## src/design/eegp_pkg.sv

```systemverilog
package eegp_pkg;

  localparam logic [7:0] SyncByte       = 8'hAA;
  localparam logic [7:0] CodeQuality    = 8'h02;
  localparam logic [7:0] CodeAttention  = 8'h04;
  localparam logic [7:0] CodeMeditation = 8'h05;
  localparam logic [7:0] CodePower      = 8'h83;
  localparam logic [7:0] PowerBytes     = 8'd24;
  localparam logic [7:0] MaxLenReset    = 8'd169;
  localparam int unsigned LevelCount    = 3;
  localparam int unsigned BandCount     = 8;

  // Index of each one-byte level in the value set
  localparam int unsigned LvlQuality    = 0;
  localparam int unsigned LvlAttention  = 1;
  localparam int unsigned LvlMeditation = 2;

  typedef struct packed {
    logic [LevelCount-1:0][7:0] level;
    logic [BandCount-1:0][23:0] band;
    logic                       seen;
  } eegp_vals_t;

  typedef struct packed {
    logic       payload;
    logic       start;
    logic       commit;
    logic [7:0] left_after;
  } eegp_ctrl_t;

endpackage

```

## src/design/eegp_frame_fsm.sv

```systemverilog
module eegp_frame_fsm (
  input  logic                clk_i,
  input  logic                rst_ni,
  input  logic                step_i,
  input  logic [7:0]          byte_i,
  input  logic [7:0]          max_len_i,
  output eegp_pkg::eegp_ctrl_t ctrl_o
);
  import eegp_pkg::*;

  typedef enum logic [2:0] {
    Sync1,
    Sync2,
    Length,
    Payload,
    Check
  } phase_e;

  phase_e     phase_q;
  logic [7:0] len_q;
  logic [7:0] taken_q;
  logic [7:0] sum_q;
  logic [7:0] taken_inc;

  assign taken_inc = taken_q + 8'd1;

  always_comb begin
    ctrl_o            = '0;
    ctrl_o.payload    = step_i && (phase_q == Payload);
    ctrl_o.start      = step_i && (phase_q == Length) && (byte_i <= max_len_i);
    ctrl_o.commit     = step_i && (phase_q == Check) && (byte_i == ~sum_q);
    ctrl_o.left_after = len_q - taken_inc;
  end

  always_ff @(posedge clk_i or negedge rst_ni) begin
    if (!rst_ni) begin
      phase_q <= Sync1;
      len_q   <= '0;
      taken_q <= '0;
      sum_q   <= '0;
    end else if (step_i) begin
      case (phase_q)
        Sync1: begin
          if (byte_i == SyncByte) phase_q <= Sync2;
        end
        Sync2: begin
          phase_q <= (byte_i == SyncByte) ? Length : Sync1;
        end
        Length: begin
          if (byte_i > max_len_i) begin
            phase_q <= Sync1;
          end else begin
            len_q   <= byte_i;
            taken_q <= '0;
            sum_q   <= '0;
            phase_q <= (byte_i == 8'd0) ? Check : Payload;
          end
        end
        Payload: begin
          sum_q   <= sum_q + byte_i;
          taken_q <= taken_inc;
          if (taken_inc >= len_q) phase_q <= Check;
        end
        Check: begin
          phase_q <= Sync1;
        end
        default: begin
          phase_q <= Sync1;
        end
      endcase
    end
  end

endmodule

```

## src/design/eegp_row_parser.sv

```systemverilog
module eegp_row_parser (
  input  logic                 clk_i,
  input  logic                 rst_ni,
  input  eegp_pkg::eegp_ctrl_t ctrl_i,
  input  logic [7:0]           byte_i,
  input  eegp_pkg::eegp_vals_t committed_i,
  output eegp_pkg::eegp_vals_t shadow_o
);
  import eegp_pkg::*;

  typedef enum logic [2:0] {
    RowCode,
    RowValue,
    RowVlen,
    RowSkip,
    RowPower
  } row_e;

  row_e       row_q;
  logic [7:0] code_q;
  logic [7:0] remain_q;
  logic [3:0] band_q;    // band being filled; bit 3 set once all 24 bytes are in
  logic [1:0] pos_q;     // byte within the band, most significant first
  eegp_vals_t shadow_q;

  assign shadow_o = shadow_q;

  always_ff @(posedge clk_i or negedge rst_ni) begin
    if (!rst_ni) begin
      row_q    <= RowCode;
      code_q   <= '0;
      remain_q <= '0;
      band_q   <= '0;
      pos_q    <= '0;
      shadow_q <= '0;
    end else if (ctrl_i.start) begin
      // each frame works on a fresh copy of the committed values
      row_q    <= RowCode;
      code_q   <= '0;
      remain_q <= '0;
      shadow_q <= committed_i;
    end else if (ctrl_i.payload) begin
      case (row_q)
        RowCode: begin
          code_q <= byte_i;
          row_q  <= byte_i[7] ? RowVlen : RowValue;
        end
        RowValue: begin
          if (code_q == CodeQuality) shadow_q.level[LvlQuality] <= byte_i;
          else if (code_q == CodeAttention) shadow_q.level[LvlAttention] <= byte_i;
          else if (code_q == CodeMeditation) shadow_q.level[LvlMeditation] <= byte_i;
          row_q <= RowCode;
        end
        RowVlen: begin
          remain_q <= byte_i;
          band_q   <= '0;
          pos_q    <= '0;
          if (byte_i == 8'd0) begin
            row_q <= RowCode;
          end else if (code_q == CodePower && byte_i >= PowerBytes &&
                       byte_i <= ctrl_i.left_after) begin
            shadow_q.seen <= 1'b1;
            row_q         <= RowPower;
          end else begin
            row_q <= RowSkip;
          end
        end
        RowPower: begin
          if (!band_q[3]) begin
            case (pos_q)
              2'd0:    shadow_q.band[band_q[2:0]][23:16] <= byte_i;
              2'd1:    shadow_q.band[band_q[2:0]][15:8]  <= byte_i;
              default: shadow_q.band[band_q[2:0]][7:0]   <= byte_i;
            endcase
            if (pos_q == 2'd2) begin
              pos_q  <= '0;
              band_q <= band_q + 4'd1;
            end else begin
              pos_q <= pos_q + 2'd1;
            end
          end
          remain_q <= remain_q - 8'd1;
          if (remain_q == 8'd1) row_q <= RowCode;
        end
        RowSkip: begin
          remain_q <= remain_q - 8'd1;
          if (remain_q == 8'd1) row_q <= RowCode;
        end
        default: begin
          row_q <= RowCode;
        end
      endcase
    end
  end

endmodule

```

## src/design/eeg_packet_stream_parser_core.sv

```systemverilog
// out_valid_o is registered; it rises once the held checksum byte is processed and equals the inverted payload sum.
// Throughput: one byte per cycle; the input register drains whenever the
// result register is empty or being taken, so a byte is taken every cycle
// unless a result is left waiting while the next byte is already held.
// Reset (rst_ni low, asynchronous): sync search restarts, all values clear,
// the length limit returns to 169.
module eeg_packet_stream_parser_core (
  input  logic         clk_i,
  input  logic         rst_ni,
  input  logic         in_valid_i,
  output logic         in_ready_o,
  input  logic [7:0]   data_byte_i,
  input  logic         cfg_we_i,
  input  logic [7:0]   cfg_wdata_i,
  output logic         out_valid_o,
  input  logic         out_ready_i,
  output logic [7:0]   signal_quality_o,
  output logic [7:0]   attention_o,
  output logic [7:0]   meditation_o,
  output logic [23:0]  delta_power_o,
  output logic [23:0]  theta_power_o,
  output logic [23:0]  low_alpha_power_o,
  output logic [23:0]  high_alpha_power_o,
  output logic [23:0]  low_beta_power_o,
  output logic [23:0]  high_beta_power_o,
  output logic [23:0]  low_gamma_power_o,
  output logic [23:0]  mid_gamma_power_o,
  output logic         power_seen_o
);
  import eegp_pkg::*;

  logic       in_valid_q, in_valid_d;
  logic [7:0] in_byte_q;
  logic [7:0] max_len_q;
  logic       out_valid_q, out_valid_d;
  logic       step;
  eegp_ctrl_t ctrl;
  eegp_vals_t shadow;
  eegp_vals_t committed_q;

  // process the held byte only when the result register can take a result
  assign step       = in_valid_q && (!out_valid_q || out_ready_i);
  assign in_ready_o = !in_valid_q || step;

  always_comb begin
    in_valid_d = in_valid_q;
    if (in_valid_i && in_ready_o) in_valid_d = 1'b1;
    else if (step)                in_valid_d = 1'b0;
  end

  always_comb begin
    out_valid_d = out_valid_q;
    if (ctrl.commit)      out_valid_d = 1'b1;
    else if (out_ready_i) out_valid_d = 1'b0;
  end

  always_ff @(posedge clk_i or negedge rst_ni) begin
    if (!rst_ni) begin
      in_valid_q  <= 1'b0;
      out_valid_q <= 1'b0;
      max_len_q   <= MaxLenReset;
      committed_q <= '0;
    end else begin
      in_valid_q  <= in_valid_d;
      out_valid_q <= out_valid_d;
      if (cfg_we_i)    max_len_q   <= cfg_wdata_i;
      // committed values double as the result register
      if (ctrl.commit) committed_q <= shadow;
    end
  end

  always_ff @(posedge clk_i) begin
    if (in_valid_i && in_ready_o) in_byte_q <= data_byte_i;
  end

  eegp_frame_fsm u_frame (
    .clk_i     (clk_i),
    .rst_ni    (rst_ni),
    .step_i    (step),
    .byte_i    (in_byte_q),
    .max_len_i (max_len_q),
    .ctrl_o    (ctrl)
  );

  eegp_row_parser u_rows (
    .clk_i       (clk_i),
    .rst_ni      (rst_ni),
    .ctrl_i      (ctrl),
    .byte_i      (in_byte_q),
    .committed_i (committed_q),
    .shadow_o    (shadow)
  );

  assign out_valid_o        = out_valid_q;
  assign signal_quality_o   = committed_q.level[LvlQuality];
  assign attention_o        = committed_q.level[LvlAttention];
  assign meditation_o       = committed_q.level[LvlMeditation];
  assign delta_power_o      = committed_q.band[0];
  assign theta_power_o      = committed_q.band[1];
  assign low_alpha_power_o  = committed_q.band[2];
  assign high_alpha_power_o = committed_q.band[3];
  assign low_beta_power_o   = committed_q.band[4];
  assign high_beta_power_o  = committed_q.band[5];
  assign low_gamma_power_o  = committed_q.band[6];
  assign mid_gamma_power_o  = committed_q.band[7];
  assign power_seen_o       = committed_q.seen;

endmodule

```

## config.mk

```make
export PLATFORM = sky130hd
export DESIGN_NAME = eeg_packet_stream_parser_core
export DESIGN_NICKNAME = d
export VERILOG_FILES = /design/src/design/eegp_pkg.sv /design/src/design/eegp_frame_fsm.sv /design/src/design/eegp_row_parser.sv /design/src/design/eeg_packet_stream_parser_core.sv
export SDC_FILE = /design/constraint.sdc
export NUM_CORES = 1
export LEC_CHECK = 0
export ABC_CLOCK_PERIOD_IN_PS = 3300
export BUFFER_PORTS_ARGS = -buffer_cell sky130_fd_sc_hd__buf_2
export CAP_MARGIN = 10
export CORE_ASPECT_RATIO = 0.6
export CORE_MARGIN = 3
export CORE_UTILIZATION = 40
export CTS_CLUSTER_DIAMETER = 60
export DETAILED_ROUTE_END_ITERATION = 12
export GPL_ROUTABILITY_DRIVEN = 1
export SETUP_SLACK_MARGIN = 0.15
export SLEW_MARGIN = 25
export SYNTH_ARGS = -nofsm -noshare
export SYNTH_HDL_FRONTEND = slang
export SYNTH_HIERARCHICAL = 1
export SYNTH_SLANG_ARGS = --single-unit
export TNS_END_PERCENT = 20
```

## constraint.sdc

```tcl
create_clock -name clk_i -period 3.3 [get_ports clk_i]
set_clock_uncertainty 0.15 [all_clocks]
set_input_delay 0.165 -clock clk_i [delete_from_list [all_inputs] [get_ports clk_i]]
set_output_delay 0.165 -clock clk_i [all_outputs]
set_load 0.1 [all_outputs]
```

==> impl_metrics.toml, run 1 <==
[sta]
drv_slew = 0
worst_pin_slew_ps = 868.6
max_slew_margin = 0.4184
finalSetupViolCount = 4
setup_slack_ps = -84.36
fmax_mhz = 295.5
finalCritPeriodShare = 1.026
min_period_ps = 3384
hold_slack_ps = 7.884
rsz0062_at_grt = "true"
hold_viol_final = 0

[clocking]
root_buffer = "clkbuf_16"
clockBufferDepth = 3
numCtsBuffers = 50
clk_latency_ps = 590
htree_levels = 2
clk_pin_slew_worst_paths_ps = 60
cts_sinks = 504
tritoncts = "built"

[worst_setup_path]
crit_required_ps = 3610
arrival_ps = 3690
crit_path_end_kind = "flop"
cp-start-kind = "flop"
worst-path-max-fanout = 4
crit_type = "reg -> reg"

[global_routing]
grt_max_degree = 97
grt_use_total = 0.2280
antenna_found_initial = 1
met1_usage = 0.3471
first_global_vias = 17180
grt_pass1_wl_um = 107000
busiest_layer = "met1"
use_met2 = 0.3296
grt-ovfl-total = 0
grt_use_met3 = 0.05090

[die]
io_pins = 240
rows = 67
core-area_um2 = 56420
initial_core_util = 0.4086
die_x_um = 315.9
die_area_um2 = 60640
chipHeight_um = 192.0

[yosys]
synth_nets = 2036
synth_area_um2 = 23050
ys_seq_area_frac = 0.5491
yosysWarnings = 6
synth.area.top_cells = "dfrtp_1, mux2_4, mux2_2"
synth_flop_cell = "dfrtp_1"
synth-edff-count = 8
netlist_instances = 1978
ys_types = 81
synth-seq-cells = 504
synth_top_area_frac = 0.5341
ys_async_sr_fraction = 0.9841
syn_area_per_cell_um2 = 11.65
yosysTopAreaCell = "dfrtp_1"

[power]
powerDensity_nw_per_um2 = 566.9
swShare = 0.2733
total_leakage_power_uw = 0.01336
switchingPower_uw = 4352
ir_drop_mv = 0.3712
clkPwrFrac = 0.389
p_int_uw = 11570
pwr-share-comb = 0.177
power_frac_seq = 0.434

[placement]
place_congestion = 0.8297
numPortBuffers = 239
dpl.hpwl_um = 45410
post-place-ws_ps = -69.23

[layout]
drive_gt1_frac = 0.3346
nNetsFinal = 2316
syn_to_final_growth_pct = 21.85
utilization = 0.4979
antenna_cells = 0

[drt]
drcViolationCount = 0
detail_route.wl_per_cell_um = 23.21
ant_nets = 0
vias = 17330
drt-initial-drc-count = 1536
first_pass_iters = 5
finalWirelength_um = 70950
viasPerCell = 5.669

[run_status]
status = "complete, but fails checks"
violations = "setup timing"

[job]
max_cap_violations = 0

[hold_path]
hold_path.class = "in -> async"
-- critical path, stage by stage (launching register included) --
cell      delay (ps)
dfrtp_1          430
ha_4             290
inv_4             40
ha_4             210
nor2b_4          120
o21ai_2          170
a21boi_2         100
o21ai_2          220
nor2b_4          210
xnor2_2          130
inv_2             60
ha_4             240
nand4_1          150
nor2_2            70
a211oi_2         240
and4bb_2         270
o22a_1           150
-- layout make-up --
type | instances | area [um2]
clock inverter | 21 | 295.3
timing repair buffer | 363 | 2604
tap | 759 | 949.7
sequential | 504 | 12660
fill | 4978 | 28330
clock buffer | 71 | 1503
inverter | 50 | 202.7
multi-input combinational | 1289 | 9876
-- metrics by stage --
step,setup TNS (ps),cells,power (uW),cell area (um2)
3_3_place_gp,-2.138,2917,9127,25330
6_report,-196.8,3057,15920,28090
4_1_cts,-34.90,3043,15690,27620
2_1_floorplan,0,1978,8497,23120
3_5_place_dp,-182.8,2917,9259,25330
5_1_grt,-797.2,3057,16710,28090
-- timing repair --
item	4_1_cts	5_1_grt
pin swaps	14	28
gates resized for setup	27	68
cloned	2	4
hold buffers	28	0
endpoints found under the setup margin	194	325
setup buffers	4	10
endpoints found under the hold margin	213	0
-- Yosys cell counts, types with 3 or more instances --
cell,count
a221o_1,3
nand4_1,10
buf_8,10
or3b_1,3
mux2i_1,26
nand2b_1,5
o21ai_0,164
xnor2_1,13
o22ai_1,51
a21oi_1,78
nand3b_1,6
a2bb2oi_1,22
nor3_1,17
clkbuf_2,8
or2_2,4
dfstp_2,4
dfrtp_1,492
nand2_1,211
xor2_1,4
nor2_1,74
buf_4,7
buf_6,3
clkbuf_1,55
nor2b_1,7
edfxtp_1,8
a21o_1,8
inv_1,49
o21ai_1,28
a31oi_1,4
and3_1,5
mux2_4,100
a22oi_1,129
nor3b_1,5
mux2_2,133
and2_1,20
or3_1,14
buf_1,9
buf_2,43
o22a_1,28
ha_1,35
or4_1,3
nand3_1,20
nor4_1,4
o31ai_4,5
-- power groups by stage --
| stage | Clock [uW] | Combinational, uW | Sequential [uW] |
|---|---|---|---|
| after floorplan | 0 | 1590 | 6910 |
| final | 6190 | 2820 | 6910 |
| after global routing | 6640 | 3120 | 6960 |
| after global placement | 0 | 2150 | 6970 |
| after detailed placement | 0 | 2260 | 7000 |
| after CTS | 6340 | 2460 | 6890 |
-- cell usage in the layout, fill, tap and decap left out, types with 6 or more instances in the layout --
| cell type | n |
|---|---|
| inv_1 | 46 |
| dfrtp_1 | 491 |
| dlygate4sd3_1 | 28 |
| nor2_1 | 71 |
| or3_1 | 11 |
| clkinv_2 | 6 |
| bufinv_16 | 6 |
| xnor2_1 | 6 |
| nand3_1 | 19 |
| buf_12 | 14 |
| a21oi_1 | 73 |
| clkbuf_8 | 13 |
| nand2_1 | 194 |
| buf_4 | 66 |
| a21o_1 | 7 |
| xnor2_2 | 6 |
| mux2i_1 | 26 |
| and2_1 | 7 |
| nand4_1 | 10 |
| a22oi_1 | 129 |
| ha_1 | 25 |
| nor3_1 | 15 |
| mux2_4 | 100 |
| edfxtp_1 | 8 |
| o21ai_0 | 161 |
| ha_4 | 10 |
| mux2_2 | 133 |
| buf_2 | 238 |
| o21ai_1 | 28 |
| clkbuf_16 | 56 |
| and2_2 | 6 |
| o22a_1 | 28 |
| and2_4 | 7 |
| nand3b_1 | 6 |
| o22ai_1 | 51 |
| clkbuf_1 | 6 |
| a2bb2oi_1 | 22 |
| nand2_2 | 17 |
-- worst paths after layout --
kind	cells after the start	start	end	slack (ps)
max in group asynchronous	3	rst_ni	u_rows/shadow_o[148]	1930
worst max register to register	16	u_frame/taken_q[0]	u_rows/shadow_o[0]	-80
min in group clk_i	2	data_byte_i[5]	in_byte_q[5]	140
worst max-delay path	16	u_frame/taken_q[0]	u_rows/shadow_o[0]	-80
worst min-delay path	2	rst_ni	u_rows/shadow_o[196]	8
worst min register to register	2	u_rows/shadow_o[143]	u_rows/shadow_o[143]	330
-- state kept, by name, indices dropped and copies added, names as in the netlist, 24 cells and up --
| signal | flops |
|---|---|
| u_rows/shadow_o | 217 |
| theta_power_o | 24 |
| mid_gamma_power_o | 24 |
| high_beta_power_o | 24 |
| delta_power_o | 24 |
| low_gamma_power_o | 24 |
| low_alpha_power_o | 24 |
| high_alpha_power_o | 24 |
| low_beta_power_o | 24 |
-- routing by layer --
layer / up-vias / wire length, um / share of wire
li1: 7725 / - / -
met1: 8892 / 33960 / 0.48
met2: 617 / 30170 / 0.43
met3: 96 / 5440 / 0.077
met4: 0 / 1385 / 0.020
met5: - / 0 / 0
-- kinds of logic after synthesis --
logic type | synth area share
AOI/OAI and AO/OA | 0.1534
xor gates and xnor gates | 0.006459
adders and majority gates | 0.02073
buffers and inverters | 0.03989
DFF | 0.5491
muxes | 0.1414
and+or+nand+nor | 0.08901
Power figures use the tool's default switching activity.
==> run 2: changes to the inputs <==
==> constraint.sdc (replaced) <==
create_clock -name clk_i -period 3.3 [get_ports clk_i]
set_clock_uncertainty 0.15 [all_clocks]
set_input_delay 0.495 -clock clk_i [delete_from_list [all_inputs] [get_ports clk_i]]
set_output_delay 0.495 -clock clk_i [all_outputs]
set_load 0.1 [all_outputs]
==> impl_metrics.toml, run 2 (synthesis results as in run 1) <==
[die]
initial_core_util = 0.4086
die_area_um2 = 60640
chipHeight_um = 192.0
rows = 67
die_x_um = 315.9
core-area_um2 = 56420
io_pins = 240

[worst_setup_path]
crit_family = "simple AND/OR/NAND/NOR gates"
cp-start-kind = "flop"
crit_type = "reg -> reg"
slowest_delay_ps = 420
critical_path.cell_chain = "nand4_1 -> nor2_2 -> xnor2_2 -> ha_1 -> buf_6 -> nand3_1 -> nand2_1 -> a41o_1 -> xor2_1 -> inv_1 -> ha_4 -> nand4_1 -> nor2_2 -> a211oi_2 -> buf_4 -> nor3b_2 -> a22o_1"
cp_num_buf_inv = 3
worst-path-max-fanout = 5
cp_slowest_cell = "dfrtp_2"
timing.reg2reg.setup_slack_ps = -10
crit_path_end_kind = "flop"
arrival_ps = 3670
crit_required_ps = 3660

[drt]
first_pass_iters = 5
drcViolationCount = 0
wl_met1_um = 33570
vias = 17380
viasPerCell = 5.704
met3WireLength_um = 5528
ant_nets = 0
detail_route.wl_per_cell_um = 23.00
wl_met2_um = 29800
top_layer_used = "met4"
drt-initial-drc-count = 1482
finalWirelength_um = 70080

[clocking]
numCtsBuffers = 50
htree_levels = 2
tritoncts = "built"
clk_latency_ps = 580
clk_pin_slew_worst_paths_ps = 60
clockBufferDepth = 3
cts_sinks = 504
root_buffer = "clkbuf_16"

[sta]
finalSetupViolCount = 2
setup_slack_ps = -11.63
drv_slew = 0
hold_slack_ps = 29.60
hold_viol_final = 0
max_slew_margin = 0.4361
min_period_ps = 3312
fmax_mhz = 302.0
worst_pin_slew_ps = 845.0
finalCritPeriodShare = 1.004
rsz0062_at_grt = "true"

[placement]
placed_cell_area_um2 = 25410
dpl.hpwl_um = 45740
numPortBuffers = 239
place_congestion = 0.8129
post-place-ws_ps = -119.3

[layout]
most-common-layout-cells = "dfrtp_1, buf_2, nand2_1"
final_common_cell = "dfrtp_1"
nNetsFinal = 2308
syn_to_final_growth_pct = 20.16
antenna_cells = 0
drive_gt1_frac = 0.3291
final_cell_area_um2 = 27700
largest_register_ff_count = 217

[job]
max_cap_violations = 0

[global_routing]
antenna_found_initial = 1
grt-ovfl-total = 0
grt_use_total = 0.2246
grt_pass1_wl_um = 106200
first_global_vias = 17174
grt_max_degree = 109

[power]
ir_drop_mv = 0.3423
total_leakage_power_uw = 0.01320
powerDensity_nw_per_um2 = 561.4

[run_status]
violations = "setup timing"
status = "complete, but fails checks"

[hold_path]
hold_path.class = "in -> reg"
==> run 2: cell count changes in the layout (fill, tap and decap cells not counted), moves of 4 or more <==
| cell | change |
|---|---|
| buf_16 | -5 |
| nand2_1 | +6 |
| clkbuf_1 | +5 |
| buf_12 | +7 |
| nand2_2 | -6 |
| dlygate4sd3_1 | -15 |
| buf_4 | +9 |
| clkbuf_16 | -4 |
==> run 2: metrics by stage <==
step | power, uW | util | instances | TNS [ps]
finish | 15550 | 0.4910 | 3047 | -13.69
global route | 16300 | 0.4910 | 3047 | -798.8
CTS | 15470 | 0.4848 | 3031 | -44.43
detailed placement | 9263 | 0.4504 | 2924 | -2091
global placement | 9147 | 0.4504 | 2924 | -69.61
floorplan | 8497 | - | 1978 | 0
==> run 2: what timing repair did <==
item                                   4_1_cts  5_1_grt
pin swaps                                   16       25
endpoints found under the hold margin       71        0
gates cloned                                 0        3
hold buffers                                13        0
buffers inserted                             4       13
gates resized for setup                     25       55
setup endpoints to repair                  197      275
==> run 2: routing by layer <==
| metal | up-vias | GRT usage |
|---|---|---|
| met5 | - | 0 |
| met4 | 0 | 0.04369 |
| met3 | 92 | 0.04346 |
| met2 | 666 | 0.3253 |
| met1 | 8909 | 0.3483 |
| li1 | 7713 | - |
==> run 2: path summary, 6_finish.rpt <==
kind / startpoint / endpoint / cells past startpoint
max: u_frame/taken_q[2] / u_rows/row_q[2] / 17
min: cfg_wdata_i[6] / max_len_q[6] / 2
max reg2reg: u_frame/taken_q[2] / u_rows/row_q[2] / 17
min reg2reg: u_rows/shadow_o[167] / u_rows/shadow_o[167] / 2
max in group asynchronous: rst_ni / u_rows/shadow_o[13] / 3
min in group asynchronous: rst_ni / u_rows/shadow_o[194] / 2
==> run 2: report_power, final <==
group / switching (uW) / total, uW / internal, uW
Combinational: 1420 / 2630 / 1210
Clock: 2480 / 6020 / 3530
Sequential: 314 / 6910 / 6590
==> run 2: cell type report <==
cell class / count / area, um2
fillers: 5070 / 28720
clock buffers: 72 / 1455
well taps: 759 / 949.7
flip-flops and latches: 504 / 12660
inverters: 50 / 202.7
repair buffers: 355 / 2420
clock inverters: 18 / 261.5
multi-input cells: 1289 / 9752
==> run 3: changes to the inputs <==
ABC_AREA = 1   (was default)
==> impl_metrics.toml, run 3 <==
[worst_setup_path]
crit_required_ps = 3640
crit_path_end_kind = "flop"
worst-path-max-fanout = 5
arrival_ps = 3440
cp-start-kind = "flop"
crit_type = "reg -> reg"

[die]
die_x_um = 326.2
die_area_um2 = 64620
initial_core_util = 0.4101
io_pins = 240
core-area_um2 = 60000
rows = 69
chipHeight_um = 198.1

[sta]
rsz0062_at_grt = "true"
drv_slew = 0
fmax_mhz = 322.6
finalCritPeriodShare = 0.9393
min_period_ps = 3100
hold_viol_final = 0
finalSetupViolCount = 0
max_slew_margin = 0.4143
worst_pin_slew_ps = 875.7

[power]
powerDensity_nw_per_um2 = 459.5
switchingPower_uw = 3218
total_leakage_power_uw = 0.01569
p_int_uw = 10050
ir_drop_mv = 0.3547
swShare = 0.2426
pwr-share-comb = 0.066
clkPwrFrac = 0.448
power_frac_seq = 0.487

[layout]
fin_cells = 4213
drive_gt1_frac = 0.1490
final_common_cell = "nand2_1"
utilization = 0.4812
antenna_cells = 0
final_cell_area_um2 = 28870
syn_to_final_growth_pct = 17.35
largest_register_ff_count = 217
most-common-layout-cells = "nand2_1, dfrtp_1, o21ai_0"
nNetsFinal = 3419

[clocking]
clk_pin_slew_worst_paths_ps = 60
htree_levels = 2
clockBufferDepth = 3
cts_sinks = 504
tritoncts = "built"
clk_latency_ps = 610
root_buffer = "clkbuf_16"
numCtsBuffers = 51

[yosys]
ys_types = 51
synth.area.top_cells = "dfrtp_1, nand2_1, o21ai_0"
synth-seq-cells = 504
synth_nets = 3193
ys_top_cells_by_count = "nand2_1, dfrtp_1, o21ai_0, inv_1, a21oi_1"
synth_area_um2 = 24600
synth-edff-count = 8
ys_async_sr_fraction = 0.9841
synth_top_area_frac = 0.5004
synthMostInstantiatedCell = "nand2_1"
synth_flop_cell = "dfrtp_1"
yosysWarnings = 6
ys_seq_area_frac = 0.5144
syn_area_per_cell_um2 = 7.848
yosysTopAreaCell = "dfrtp_1"
netlist_instances = 3135

[drt]
viasPerCell = 5.067
first_pass_iters = 6
ant_nets = 0
vias = 21346
drcViolationCount = 0
drt-initial-drc-count = 2052
detail_route.wl_per_cell_um = 18.39
finalWirelength_um = 77470

[placement]
placed_cell_area_um2 = 26730
dp_cells = 4101
place_congestion = 0.8526
numPortBuffers = 239
dpl.hpwl_um = 49550

[global_routing]
grt-ovfl-total = 0
grt_pass1_wl_um = 120400
grt_max_degree = 132
first_global_vias = 19469
grt_use_total = 0.2382
antenna_found_initial = 4

[job]
max_cap_violations = 0

[hold_path]
hold_path.class = "in -> reg"

[run_status]
status = "finished, final reports clean"
-- run 3: metrics by stage --
stage	total power (uW)	hold WS [ps]	worst slack [ps]	TNS, ps
6_report	13270	87.44	200.3	0
2_1_floorplan	6969	49.41	190.1	0
3_5_place_dp	7381	301.4	89.65	0
3_3_place_gp	7373	300.8	29.53	0
4_1_cts	13370	50.88	110.2	0
5_1_grt	13810	70.84	-2.902	-2.902
-- run 3: cells by family (layout without fill, tap and decap cells) --
family          count (synthesis)  after routing  synth area share
buf+inv                       346            608           0.06743
compound gates                545            545            0.1170
simple gates                 1674           1674            0.2706
fa+ha+maj                      37             37           0.01943
flops                         504            504            0.5144
xor+xnor                       13             13          0.004628
mux                            16             16          0.006509
-- run 3: area by class of cell --
type | count | area, um2
sequential | 504 | 12660
inverter | 174 | 675.6
tap | 816 | 1021
fill | 5932 | 31130
clock inverter | 9 | 107.6
clock buffer | 80 | 1578
multi-input combinational | 2285 | 10540
timing repair buffer | 345 | 2290
-- run 3: worst max-delay path: stages (launching register included) --
cell,delay [ps]
dfrtp_2,450
nand2_1,130
nor2_4,50
xnor2_2,270
ha_4,280
a21oi_1,130
nand2_1,120
a31oi_1,220
xnor2_1,160
inv_1,70
ha_1,280
nand2_2,90
nor2_1,60
nor2_2,100
nand2_1,70
nand2_2,80
nand2_1,50
nand2_1,90
nand2_1,50
nand2_1,50
nand2_1,40
-- run 3: power by group through the flow --
stage	combinational, uW	clock [uW]	sequential [uW]
2_1_floorplan	426	0	6540
3_3_place_gp	809	0	6560
3_5_place_dp	817	0	6560
4_1_cts	838	6080	6450
5_1_grt	988	6350	6470
6_report	870	5940	6460
-- run 3: per-layer routing --
metal | vias to the layer above | routed length, um | global-route usage
li1 | 10454 | - | -
met3 | 82 | 5722 | 0.04873
met4 | 2 | 1537 | 0.06015
met2 | 695 | 32570 | 0.3382
met1 | 10113 | 37630 | 0.3679
met5 | - | 13 | 0
-- run 3: repair_timing --
action / 4_1_cts / 5_1_grt
hold buffers: 19 / 0
resized for setup: 1 / 53
hold endpoints to repair: 64 / 0
setup buffers: 0 / 4
setup endpoints to repair: 17 / 134
pin swaps: 0 / 15
-- run 3: worst paths after layout --
kind	end	cells after the start	slack (ps)	start
worst max-delay path	u_rows/row_q[1]	20	200	u_frame/taken_q[2]
worst min-delay path	max_len_q[0]	3	90	cfg_we_i
worst max register to register	u_rows/row_q[1]	20	200	u_frame/taken_q[2]
worst min register to register	high_beta_power_o[18]	2	320	u_rows/shadow_o[139]
max in group asynchronous	u_rows/shadow_o[91]	4	1690	rst_ni
min in group asynchronous	meditation_o[6]	2	300	rst_ni
